`config.mk`:
```
export PLATFORM = sky130hd
export DESIGN_NAME = adc_sma_ema_jitter_filter_unit
export DESIGN_NICKNAME = d
export VERILOG_FILES = /design/src/rtl/asejf_pkg.sv /design/src/rtl/adc_sma_ema_jitter_filter_unit.sv /design/src/rtl/asejf_ring.sv /design/src/rtl/asejf_div.sv /design/src/rtl/asejf_ema.sv
export SDC_FILE = /design/constraint.sdc
export NUM_CORES = 2
export LEC_CHECK = 0
export ABC_AREA = 1
export BUFFER_PORTS_ARGS = -buffer_cell sky130_fd_sc_hd__buf_2
export CORE_UTILIZATION = 60
export DETAILED_ROUTE_END_ITERATION = 12
export PLACE_DENSITY = 0.78
export REMOVE_ABC_BUFFERS = 1
export SLEW_MARGIN = 20
export SYNTH_ARGS = -nofsm -noshare
export SYNTH_HDL_FRONTEND = slang
export SYNTH_SLANG_ARGS = --single-unit
```
`constraint.sdc`:
```
create_clock -name clk -period 6.7 [get_ports clk]
set_clock_uncertainty 0.15 [all_clocks]
set_input_delay 1.005 -clock clk [delete_from_list [all_inputs] [get_ports clk]]
set_output_delay 1.005 -clock clk [all_outputs]
set_load 0.05 [all_outputs]
```
`src/rtl/asejf_pkg.sv`:
```
`default_nettype none
// ----------------------------------------------------------------------------
// asejf_pkg
// Shared widths, register indexes, reset values and control bundles for the
// ADC moving average / exponential average jitter filter.
// ----------------------------------------------------------------------------
package asejf_pkg;

    localparam int SAMPLE_BITS    = 12;
    localparam int FINE_BITS      = SAMPLE_BITS + 8;
    localparam int LEN_W          = 5;
    localparam int ALPHA_W        = 8;
    localparam int STATS_W        = 8;
    localparam int CFG_W          = 8;
    localparam int CFG_IDX_W      = 2;
    localparam int RAW_SUM_W      = 20;
    localparam int EMA_SUM_W      = 28;
    localparam int MAX_WINDOW_DEF = 16;

    localparam logic [CFG_IDX_W-1:0] REG_SMA_LENGTH   = 2'd0;
    localparam logic [CFG_IDX_W-1:0] REG_EMA_ALPHA    = 2'd1;
    localparam logic [CFG_IDX_W-1:0] REG_STATS_WINDOW = 2'd2;

    localparam logic [LEN_W-1:0]   SMA_LENGTH_RST   = 5'd10;
    localparam logic [ALPHA_W-1:0] EMA_ALPHA_RST    = 8'd51;
    localparam logic [STATS_W-1:0] STATS_WINDOW_RST = 8'd40;

    typedef struct packed {
        logic clear;
        logic rd_en;
        logic upd;
    } ring_ctrl_t;

    typedef struct packed {
        logic mult_en;
        logic add_en;
    } ema_ctrl_t;

endpackage

`default_nettype wire

```
`src/rtl/adc_sma_ema_jitter_filter_unit.sv`:
```
`default_nettype none
// ----------------------------------------------------------------------------
// adc_sma_ema_jitter_filter_unit
// ADC sample filter: moving average over a ring memory, exponential average
// in Q12.8 and windowed jitter sums of raw, average and exponential values.
//
//   channel   signals                          direction  word
//   sample    sample_valid/sample_stall        in         sample
//   result    result_valid/result_stall        out        averages, jitter sums
//   config    cfg_we/cfg_index/cfg_data        in         register write
//
// a sample passes the ring update, the exponential product and sum, and the
// bit-serial divider for the moving average before its word is loaded; the next
// sample can enter only once that word is loaded, so one sample at a time
// after reset the registers hold 10 / 51 / 40 and all state is zero; no sweep
// a finished word waits in the output register while the next sample enters
// ----------------------------------------------------------------------------
module adc_sma_ema_jitter_filter_unit #(
    parameter int MAX_WINDOW = asejf_pkg::MAX_WINDOW_DEF
) (
    input  wire                                clk,
    input  wire                                rst_n,
    input  wire                                sample_valid,
    output logic                               sample_stall,
    input  wire [asejf_pkg::SAMPLE_BITS-1:0]   sample,
    output logic                               result_valid,
    input  wire                                result_stall,
    output logic [asejf_pkg::SAMPLE_BITS-1:0]  sma_value,
    output logic [asejf_pkg::SAMPLE_BITS-1:0]  ema_rounded,
    output logic [asejf_pkg::FINE_BITS-1:0]    ema_fine,
    output logic                               stats_valid,
    output logic [asejf_pkg::RAW_SUM_W-1:0]    raw_jitter_sum,
    output logic [asejf_pkg::RAW_SUM_W-1:0]    sma_jitter_sum,
    output logic [asejf_pkg::EMA_SUM_W-1:0]    ema_jitter_sum,
    input  wire                                cfg_we,
    input  wire [asejf_pkg::CFG_IDX_W-1:0]     cfg_index,
    input  wire [asejf_pkg::CFG_W-1:0]         cfg_data
);
    import asejf_pkg::*;

    localparam int SUM_W = SAMPLE_BITS + $clog2(MAX_WINDOW + 1);

    typedef enum logic [4:0] {
        ST_IDLE  = 5'b00001,
        ST_LOAD  = 5'b00010,
        ST_START = 5'b00100,
        ST_DIV   = 5'b01000,
        ST_DONE  = 5'b10000
    } state_t;

    state_t state_reg, state_next;

    logic [LEN_W-1:0]       sma_length_reg;
    logic [ALPHA_W-1:0]     alpha_reg;
    logic [STATS_W-1:0]     stats_window_reg;
    logic [LEN_W-1:0]       eff_len;

    logic [SAMPLE_BITS-1:0] sample_reg;
    logic [SAMPLE_BITS-1:0] prev_raw_reg;
    logic [SAMPLE_BITS-1:0] prev_sma_reg;
    logic [FINE_BITS-1:0]   prev_ema_reg;
    logic                   have_prev_reg;
    logic [RAW_SUM_W-1:0]   raw_acc_reg, raw_acc_next;
    logic [RAW_SUM_W-1:0]   sma_acc_reg, sma_acc_next;
    logic [EMA_SUM_W-1:0]   ema_acc_reg, ema_acc_next;
    logic [STATS_W-1:0]     count_reg, count_next;
    logic                   report;

    logic                   out_valid_reg;
    logic [SAMPLE_BITS-1:0] sma_out_reg;
    logic [SAMPLE_BITS-1:0] ema_rnd_reg;
    logic [FINE_BITS-1:0]   ema_fine_reg;
    logic                   stats_valid_reg;
    logic [RAW_SUM_W-1:0]   raw_sum_reg;
    logic [RAW_SUM_W-1:0]   sma_sum_reg;
    logic [EMA_SUM_W-1:0]   ema_sum_reg;

    logic                   in_accept;
    logic                   out_take;
    logic                   out_load;
    logic                   len_write;

    ring_ctrl_t             ring_ctrl;
    ema_ctrl_t              ema_ctrl;
    logic [SUM_W-1:0]       ring_sum;
    logic [LEN_W-1:0]       ring_fill;
    logic                   div_done;
    logic [SAMPLE_BITS-1:0] sma_q;
    logic [FINE_BITS-1:0]   ema_cur;
    logic [FINE_BITS:0]     ema_round_sum;

    logic [SAMPLE_BITS-1:0] raw_delta;
    logic [SAMPLE_BITS-1:0] sma_delta;
    logic [FINE_BITS-1:0]   ema_delta;

    // config registers
    assign len_write = cfg_we && (cfg_index == REG_SMA_LENGTH);

    always_ff @(posedge clk or negedge rst_n)
    begin
        if (!rst_n)
        begin
            sma_length_reg   <= SMA_LENGTH_RST;
            alpha_reg        <= EMA_ALPHA_RST;
            stats_window_reg <= STATS_WINDOW_RST;
        end
        else if (cfg_we)
        begin
            unique case (cfg_index)
                REG_SMA_LENGTH:   sma_length_reg   <= cfg_data[LEN_W-1:0];
                REG_EMA_ALPHA:    alpha_reg        <= cfg_data[ALPHA_W-1:0];
                REG_STATS_WINDOW: stats_window_reg <= cfg_data[STATS_W-1:0];
                default:          ;
            endcase
        end
    end

    always_comb
    begin
        priority if (sma_length_reg == '0)
        begin
            eff_len = LEN_W'(1);
        end
        else if (32'(sma_length_reg) > MAX_WINDOW)
        begin
            eff_len = LEN_W'(MAX_WINDOW);
        end
        else
        begin
            eff_len = sma_length_reg;
        end
    end

    // sequencer
    assign in_accept = sample_valid && !sample_stall;
    assign out_take  = out_valid_reg && !result_stall;
    assign out_load  = (state_reg == ST_DONE) && (!out_valid_reg || !result_stall);

    always_comb
    begin
        state_next = state_reg;
        unique case (state_reg)
            ST_IDLE:  if (sample_valid) state_next = ST_LOAD;
            ST_LOAD:  state_next = ST_START;
            ST_START: state_next = ST_DIV;
            ST_DIV:   if (div_done) state_next = ST_DONE;
            ST_DONE:  if (out_load) state_next = ST_IDLE;
            default:  state_next = ST_IDLE;
        endcase
    end

    always_ff @(posedge clk or negedge rst_n)
    begin
        if (!rst_n)
        begin
            state_reg <= ST_IDLE;
        end
        else
        begin
            state_reg <= state_next;
        end
    end

    assign sample_stall = (state_reg != ST_IDLE);

    always_ff @(posedge clk)
    begin
        if (in_accept)
        begin
            sample_reg <= sample;
        end
    end

    assign ring_ctrl.clear = len_write;
    assign ring_ctrl.rd_en = in_accept;
    assign ring_ctrl.upd   = (state_reg == ST_LOAD);

    assign ema_ctrl.mult_en = (state_reg == ST_LOAD);
    assign ema_ctrl.add_en  = (state_reg == ST_START);

    asejf_ring #(
        .MAX_WINDOW (MAX_WINDOW)
    ) u_ring (
        .clk    (clk),
        .rst_n  (rst_n),
        .ctrl   (ring_ctrl),
        .len    (eff_len),
        .sample (sample_reg),
        .sum    (ring_sum),
        .fill   (ring_fill)
    );

    asejf_div #(
        .SUM_W (SUM_W)
    ) u_div (
        .clk      (clk),
        .rst_n    (rst_n),
        .start    (state_reg == ST_START),
        .dividend (ring_sum),
        .divisor  (ring_fill),
        .done     (div_done),
        .quotient (sma_q)
    );

    asejf_ema u_ema (
        .clk      (clk),
        .rst_n    (rst_n),
        .ctrl     (ema_ctrl),
        .alpha    (alpha_reg),
        .sample   (sample_reg),
        .ema_fine (ema_cur)
    );

    // jitter sums
    always_comb
    begin
        raw_delta = (sample_reg >= prev_raw_reg) ? sample_reg - prev_raw_reg
                                                 : prev_raw_reg - sample_reg;
        sma_delta = (sma_q >= prev_sma_reg) ? sma_q - prev_sma_reg
                                            : prev_sma_reg - sma_q;
        ema_delta = (ema_cur >= prev_ema_reg) ? ema_cur - prev_ema_reg
                                              : prev_ema_reg - ema_cur;
        if (have_prev_reg)
        begin
            raw_acc_next = raw_acc_reg + RAW_SUM_W'(raw_delta);
            sma_acc_next = sma_acc_reg + RAW_SUM_W'(sma_delta);
            ema_acc_next = ema_acc_reg + EMA_SUM_W'(ema_delta);
            count_next   = count_reg + 1'b1;
        end
        else
        begin
            raw_acc_next = raw_acc_reg;
            sma_acc_next = sma_acc_reg;
            ema_acc_next = ema_acc_reg;
            count_next   = count_reg;
        end
        report        = (count_next >= stats_window_reg);
        ema_round_sum = {1'b0, ema_cur} + (FINE_BITS + 1)'(128);
    end

    always_ff @(posedge clk or negedge rst_n)
    begin
        if (!rst_n)
        begin
            prev_raw_reg  <= '0;
            prev_sma_reg  <= '0;
            prev_ema_reg  <= '0;
            have_prev_reg <= 1'b0;
            raw_acc_reg   <= '0;
            sma_acc_reg   <= '0;
            ema_acc_reg   <= '0;
            count_reg     <= '0;
            out_valid_reg <= 1'b0;
        end
        else
        begin
            if (out_load)
            begin
                prev_raw_reg  <= sample_reg;
                prev_sma_reg  <= sma_q;
                prev_ema_reg  <= ema_cur;
                have_prev_reg <= 1'b1;
                raw_acc_reg   <= report ? '0 : raw_acc_next;
                sma_acc_reg   <= report ? '0 : sma_acc_next;
                ema_acc_reg   <= report ? '0 : ema_acc_next;
                count_reg     <= report ? '0 : count_next;
                out_valid_reg <= 1'b1;
            end
            else if (out_take)
            begin
                out_valid_reg <= 1'b0;
            end
        end
    end

    // output word
    always_ff @(posedge clk)
    begin
        if (out_load)
        begin
            sma_out_reg     <= sma_q;
            ema_rnd_reg     <= ema_round_sum[FINE_BITS-1:8];
            ema_fine_reg    <= ema_cur;
            stats_valid_reg <= report;
            raw_sum_reg     <= report ? raw_acc_next : '0;
            sma_sum_reg     <= report ? sma_acc_next : '0;
            ema_sum_reg     <= report ? ema_acc_next : '0;
        end
    end

    assign result_valid   = out_valid_reg;
    assign sma_value      = sma_out_reg;
    assign ema_rounded    = ema_rnd_reg;
    assign ema_fine       = ema_fine_reg;
    assign stats_valid    = stats_valid_reg;
    assign raw_jitter_sum = raw_sum_reg;
    assign sma_jitter_sum = sma_sum_reg;
    assign ema_jitter_sum = ema_sum_reg;

endmodule

`default_nettype wire

```
`src/rtl/asejf_ring.sv`:
```
`default_nettype none
// ----------------------------------------------------------------------------
// asejf_ring
// Sample ring memory with running sum, write position and fill count.
// Entries past the fill count read as zero, so a restart needs no sweep.
// ----------------------------------------------------------------------------
module asejf_ring #(
    parameter int MAX_WINDOW = asejf_pkg::MAX_WINDOW_DEF
) (
    input  wire                                clk,
    input  wire                                rst_n,
    input  wire asejf_pkg::ring_ctrl_t         ctrl,
    input  wire [asejf_pkg::LEN_W-1:0]         len,
    input  wire [asejf_pkg::SAMPLE_BITS-1:0]   sample,
    output logic [asejf_pkg::SAMPLE_BITS+$clog2(MAX_WINDOW+1)-1:0] sum,
    output logic [asejf_pkg::LEN_W-1:0]        fill
);
    import asejf_pkg::*;

    localparam int IDX_W = $clog2(MAX_WINDOW);
    localparam int SUM_W = SAMPLE_BITS + $clog2(MAX_WINDOW + 1);

    logic [SAMPLE_BITS-1:0] mem [MAX_WINDOW];
    logic [SAMPLE_BITS-1:0] rd_data_reg;
    logic [IDX_W-1:0]       pos_reg, pos_next;
    logic [LEN_W-1:0]       fill_reg, fill_next;
    logic [SUM_W-1:0]       sum_reg, sum_next;
    logic [SAMPLE_BITS-1:0] old_word;

    // memory port: read at accept, write back on update
    always_ff @(posedge clk)
    begin
        if (ctrl.rd_en)
        begin
            rd_data_reg <= mem[pos_reg];
        end
        if (ctrl.upd)
        begin
            mem[pos_reg] <= sample;
        end
    end

    always_comb
    begin
        old_word  = (fill_reg >= len) ? rd_data_reg : '0;
        sum_next  = sum_reg - SUM_W'(old_word) + SUM_W'(sample);
        fill_next = (fill_reg < len) ? fill_reg + 1'b1 : fill_reg;
        if ((32'(pos_reg) + 32'd1) >= 32'(len))
        begin
            pos_next = '0;
        end
        else
        begin
            pos_next = pos_reg + 1'b1;
        end
    end

    always_ff @(posedge clk or negedge rst_n)
    begin
        if (!rst_n)
        begin
            pos_reg  <= '0;
            fill_reg <= '0;
            sum_reg  <= '0;
        end
        else if (ctrl.clear)
        begin
            pos_reg  <= '0;
            fill_reg <= '0;
            sum_reg  <= '0;
        end
        else if (ctrl.upd)
        begin
            pos_reg  <= pos_next;
            fill_reg <= fill_next;
            sum_reg  <= sum_next;
        end
    end

    assign sum  = sum_reg;
    assign fill = fill_reg;

endmodule

`default_nettype wire

```
`src/rtl/asejf_div.sv`:
```
`default_nettype none
// ----------------------------------------------------------------------------
// asejf_div
// Restoring bit-serial divider, one quotient bit per cycle, for the
// moving average (window sum over fill count).
// ----------------------------------------------------------------------------
module asejf_div #(
    parameter int SUM_W = asejf_pkg::SAMPLE_BITS + 5
) (
    input  wire                               clk,
    input  wire                               rst_n,
    input  wire                               start,
    input  wire [SUM_W-1:0]                   dividend,
    input  wire [asejf_pkg::LEN_W-1:0]        divisor,
    output logic                              done,
    output logic [asejf_pkg::SAMPLE_BITS-1:0] quotient
);
    import asejf_pkg::*;

    localparam int CNT_W = $clog2(SUM_W + 1);

    logic [SUM_W-1:0] quo_reg, quo_next;
    logic [LEN_W-1:0] rem_reg, rem_next;
    logic [LEN_W-1:0] dvs_reg;
    logic [CNT_W-1:0] cnt_reg;
    logic             busy_reg;
    logic             done_reg;
    logic [LEN_W:0]   trial;
    logic [LEN_W:0]   diff;

    always_comb
    begin
        trial = {rem_reg, quo_reg[SUM_W-1]};
        diff  = trial - {1'b0, dvs_reg};
        if (trial >= {1'b0, dvs_reg})
        begin
            rem_next = diff[LEN_W-1:0];
            quo_next = {quo_reg[SUM_W-2:0], 1'b1};
        end
        else
        begin
            rem_next = trial[LEN_W-1:0];
            quo_next = {quo_reg[SUM_W-2:0], 1'b0};
        end
    end

    always_ff @(posedge clk or negedge rst_n)
    begin
        if (!rst_n)
        begin
            busy_reg <= 1'b0;
            done_reg <= 1'b0;
            cnt_reg  <= '0;
        end
        else
        begin
            done_reg <= 1'b0;
            if (start)
            begin
                busy_reg <= 1'b1;
                cnt_reg  <= CNT_W'(SUM_W);
            end
            else if (busy_reg)
            begin
                cnt_reg <= cnt_reg - 1'b1;
                if (cnt_reg == CNT_W'(1))
                begin
                    busy_reg <= 1'b0;
                    done_reg <= 1'b1;
                end
            end
        end
    end

    always_ff @(posedge clk)
    begin
        if (start)
        begin
            quo_reg <= dividend;
            rem_reg <= '0;
            dvs_reg <= divisor;
        end
        else if (busy_reg)
        begin
            quo_reg <= quo_next;
            rem_reg <= rem_next;
        end
    end

    assign done     = done_reg;
    assign quotient = quo_reg[SAMPLE_BITS-1:0];

endmodule

`default_nettype wire

```
`src/rtl/asejf_ema.sv`:
```
`default_nettype none
// ----------------------------------------------------------------------------
// asejf_ema
// Exponential average in unsigned Q12.8: seeded by the first sample, then
// ema += (alpha * (sample*256 - ema)) >>> 8, with the product registered.
// ----------------------------------------------------------------------------
module asejf_ema (
    input  wire                              clk,
    input  wire                              rst_n,
    input  wire asejf_pkg::ema_ctrl_t        ctrl,
    input  wire [asejf_pkg::ALPHA_W-1:0]     alpha,
    input  wire [asejf_pkg::SAMPLE_BITS-1:0] sample,
    output logic [asejf_pkg::FINE_BITS-1:0]  ema_fine
);
    import asejf_pkg::*;

    localparam int DIFF_W = FINE_BITS + 1;
    localparam int PROD_W = ALPHA_W + 1 + DIFF_W;
    localparam int STEP_W = PROD_W - 8;

    logic [FINE_BITS-1:0]     ema_reg;
    logic                     seeded_reg;
    logic signed [PROD_W-1:0] prod_reg;
    logic signed [DIFF_W-1:0] diff;
    logic signed [ALPHA_W:0]  alpha_s;
    logic signed [STEP_W-1:0] step;
    logic signed [STEP_W-1:0] ema_sum;

    always_comb
    begin
        diff    = $signed({1'b0, sample, 8'd0}) - $signed({1'b0, ema_reg});
        alpha_s = $signed({1'b0, alpha});
        step    = prod_reg[PROD_W-1:8];
        ema_sum = $signed(STEP_W'(ema_reg)) + step;
    end

    always_ff @(posedge clk)
    begin
        if (ctrl.mult_en)
        begin
            prod_reg <= alpha_s * diff;
        end
    end

    always_ff @(posedge clk or negedge rst_n)
    begin
        if (!rst_n)
        begin
            ema_reg    <= '0;
            seeded_reg <= 1'b0;
        end
        else if (ctrl.add_en)
        begin
            seeded_reg <= 1'b1;
            if (seeded_reg)
            begin
                ema_reg <= ema_sum[FINE_BITS-1:0];
            end
            else
            begin
                ema_reg <= {sample, 8'd0};
            end
        end
    end

    assign ema_fine = ema_reg;

endmodule

`default_nettype wire

```
==> out/summary.md <==
Yosys mapped the design onto 56 distinct sky130hd cell types. The average size of a mapped cell works out to 8.159 sq um. Share of cell area taken by muxes after synthesis: 0.0004960. The synthesized-area fraction occupied by xor and xnor cells came out at 0.02843.

The final period utilization is 0.9394, and the number of antenna violations at the first check in global routing is 5. The total area inside the core boundary comes to 66220 sq um. The repair_antennas step left the layout with diodes totalling 0. The classification of the worst-slack hold path is in2async. The DRC violation count after routing is 12. Number of global-route vias before repair: 32350. Hold violation count in the final report: 0.

The count of cells in the finished layout, fillers not included, comes to 5997. The async set-or-reset flop fraction in the synthesized netlist is 0.3495. Setup repair after global routing left no endpoint under its margin. The sequential area share after synthesis was 0.4040; the total overflow reported by the global router was 0. Setup violations remaining at the end of the flow were counted as 0.

The via-per-instance ratio was 5.647; the number of standard-cell rows in the floorplan was 94. For the first-pass detailed-route iteration total, the log shows 13. The first-pass GRT wire length came out at 170.2 mm. The final reports fail on design-rule violations.

The headroom to the max-slew limit was 0.2205; the wire length per cell was 18.02 um. Data on the critical path arrives at its endpoint at 6490 ps. The tools report the element type at the critical path end as a register. TritonCTS built the clock tree. Detailed routing placed a total of 49.99 mm of wire on met2. The tools report the number of placed I/O pins as 142. Counting every instance in the synthesized netlist gives 4947.

The synthesized design contains 371 enable-type register cells. The die height is 261.4 um, and the critical-path maximum fanout is 7. The clock passes through at most 3 buffers.

STA classifies the critical path startpoint as a register. The die is 261.4 um wide. The number of flip-flops and latches in the synthesized netlist was 578. Clock-pin slew was measured on the worst setup and hold paths at 70 ps. The clock period minus final worst setup slack was 6294 ps. For the maximum number of pins on one net before global-route repair, the log shows 125. The compound-cell area share of the yosys netlist is 0.1064.

Max-cap violations in this run came to 0. The dominant combinational cell family by area after synthesis is simple AND/OR/NAND/NOR gates. Routability-driven placement finished with a final weighted congestion of 0.9984. The number of buffers inserted by port buffering came out at 141. The clock tree synthesis step divided the H-tree into 2 levels.

For the post-route cell area, the log shows 44290 sq um. The logs give 0 for the post-CTS setup-driven buffer insertion count and 0.1589 GHz for the maximum frequency from static timing analysis. Detailed routing inserted a total of 33860 vias.

In this run, placement finished with an instance count of 5883. The run gives 0 as the number of max-slew violations in the final report. The area fraction in and, or, nand and nor cells after synthesis works out to 0.2177. The run gives 79.94 mm as the half-perimeter wire length after detailed placement. The tools report the root buffer cell as sky130_fd_sc_hd__clkbuf_16. Wires add up to 108.1 mm. The synthesized netlist occupies a cell area of 40360 sq um. The ratio of cells with drive above 1 in the final layout was 0.08007; the starting density of the core was 0.6095.

Data on the critical path is required at its endpoint by 6890 ps. The area share of fa/ha/maj cells after synthesis is 0.1548, and the total number of clock tree sinks is 578. The total routing resource utilization after global routing was 0.3173; the die area was 68310 sq um. The run finished, with violations left.

Leading register cell type out of synthesis: sky130_fd_sc_hd__edfxtp_1. Signal routing reaches up to met5. For this block, the initial DRC count from the detailed router was 3136.

The instance area at placement is 42040 sq um. After routing, the total negative slack on setup checks comes to 0 ps. The number of flip-flops in the largest register was 192. Compared with the post-synthesis result, the final layout area differs by 9.743%.

For the net count reported at finish, the log shows 5518. After detailed routing, the met3 layer carries 8.863 mm of wire. Critical setup path kind: reg2reg. The residual antenna-violating net count after detailed routing is 0. The met1 wire length is 45.77 mm.

The Yosys step of the flow raised 0 warnings. The tools report the CTS buffer count as 60. At the pin with the least slew margin, the transition time is 1165 ps. For the worst-skew pair, the clock arrives at the later sink with an insertion delay of 680 ps. At the placement stage, the worst setup path has a slack of 484.0 ps. Across all setup checks in the final design, the least slack found is 405.9 ps.
cell usage in the layout, fill, tap and decap left out, types with 14 or more instances in the layout:
master                         n
sky130_fd_sc_hd__o21ai_1      41
sky130_fd_sc_hd__fa_1        149
sky130_fd_sc_hd__or2_2        44
sky130_fd_sc_hd__a21oi_1     244
sky130_fd_sc_hd__xnor2_1      31
sky130_fd_sc_hd__nand4_1      51
sky130_fd_sc_hd__clkbuf_16    60
sky130_fd_sc_hd__xor2_1       99
sky130_fd_sc_hd__nor3_1       32
sky130_fd_sc_hd__o21ai_0     343
sky130_fd_sc_hd__ha_1        261
sky130_fd_sc_hd__inv_2        14
sky130_fd_sc_hd__nor2_2       18
sky130_fd_sc_hd__a21o_1       19
sky130_fd_sc_hd__o22ai_1      71
sky130_fd_sc_hd__buf_4        58
sky130_fd_sc_hd__edfxtp_1    371
sky130_fd_sc_hd__nor2_1      462
sky130_fd_sc_hd__dfrtp_1     191
sky130_fd_sc_hd__inv_1       770
sky130_fd_sc_hd__o21bai_1     19
sky130_fd_sc_hd__nand3_1     254
sky130_fd_sc_hd__buf_2       140
sky130_fd_sc_hd__nand2_1    1208
layer usage:
| metal | track usage | vias to the layer above |
|---|---|---|
| met5 | 0 | - |
| met4 | 0.1009 | 8 |
| met3 | 0.05110 | 216 |
| met2 | 0.5176 | 1335 |
| met1 | 0.4343 | 16020 |
| li1 | - | 16290 |
cell usage after synthesis, drive strengths merged, types with 10 or more instances:
cell / instances / area, sq um
a21boi: 16 / 120.1
a21o: 19 / 142.6
a21oi: 246 / 1239
buf: 46 / 286.5
clkbuf: 83 / 314.1
dfrtp: 193 / 4830
edfxtp: 371 / 11140
fa: 149 / 2983
ha: 261 / 3266
inv: 784 / 2943
nand2: 1212 / 4564
nand3: 256 / 1291
nand3b: 13 / 97.59
nand4: 52 / 340.3
nor2: 482 / 1839
nor3: 34 / 180.2
o21a: 10 / 75.07
o21ai: 384 / 1922
o21bai: 19 / 142.6
o22ai: 76 / 506.7
or2: 48 / 300.3
xnor2: 32 / 280.3
xor2: 99 / 867.1
worst max-delay path, cell delays in order (launching register included):
cell and delay [ps]:
sky130_fd_sc_hd__dfrtp_1 520, sky130_fd_sc_hd__inv_1 210, sky130_fd_sc_hd__ha_1 410, sky130_fd_sc_hd__nand2_1 120
sky130_fd_sc_hd__o21ai_0 200, sky130_fd_sc_hd__a21oi_1 70, sky130_fd_sc_hd__and2_1 200, sky130_fd_sc_hd__inv_1 190
sky130_fd_sc_hd__nor2_1 100, sky130_fd_sc_hd__fa_1 540, sky130_fd_sc_hd__inv_1 160, sky130_fd_sc_hd__fa_1 580
sky130_fd_sc_hd__inv_1 50, sky130_fd_sc_hd__fa_1 480, sky130_fd_sc_hd__inv_1 50, sky130_fd_sc_hd__fa_1 530
sky130_fd_sc_hd__inv_1 40, sky130_fd_sc_hd__ha_1 380, sky130_fd_sc_hd__a21oi_1 200, sky130_fd_sc_hd__a21boi_0 260
sky130_fd_sc_hd__o21ai_0 120, sky130_fd_sc_hd__a21oi_1 130, sky130_fd_sc_hd__nand2_1 110, sky130_fd_sc_hd__xor2_1 160
worst paths after layout:
check                      slack, ps                       endpoint  cells past startpoint                           start
max                              410   u_ema.prod_reg[24]$_DFFE_PP_                     23  u_ema.ema_fine[18]$_DFFE_PN0P_
min                              160     sma_acc_reg[4]$_DFFE_PN0P_                      1                           rst_n
max reg2reg                      410   u_ema.prod_reg[24]$_DFFE_PP_                     23  u_ema.ema_fine[18]$_DFFE_PN0P_
min reg2reg                      320  u_div.rem_reg[4]$_SDFFE_PP0P_                      2   u_div.rem_reg[4]$_SDFFE_PP0P_
max in group asynchronous       5020    prev_ema_reg[0]$_DFFE_PN0P_                      2                           rst_n
min in group clk                 320  u_div.rem_reg[4]$_SDFFE_PP0P_                      2   u_div.rem_reg[4]$_SDFFE_PP0P_
final cells by class:
class	count	area [sq um]
clock buffer	68	1572
clock inverter	46	645.6
fill	5464	21920
inverter	788	2959
multi-input combinational	3452	20530
sequential	578	16310
tap	864	1081
timing repair buffer	201	1191
kinds of logic after synthesis:
logic type	after synthesis
simple gates	2119
buf+inv	917
compound gates	790
flops	578
fa+ha+maj	410
xor+xnor	131
mux	2
timing repair:
action | in CTS | in global routing
hold buffers | 0 | 0
hold endpoints to repair | 0 | 0
resized for setup | 0 | 1
setup endpoints to repair | 0 | 1
per-stage QoR:
step / util / hold slack, ps
5_1_grt: 0.6689 / 205.9
4_1_cts: 0.6684 / 193.8
3_3_place_gp: 0.6349 / 309.7
3_5_place_dp: 0.6349 / 310.0
2_1_floorplan: - / 295.6
6_report: 0.6689 / 160.7
Power is left out: the tool's default activity adds up to more than one toggle a clock period on the data nets, which glitch-free logic cannot reach.
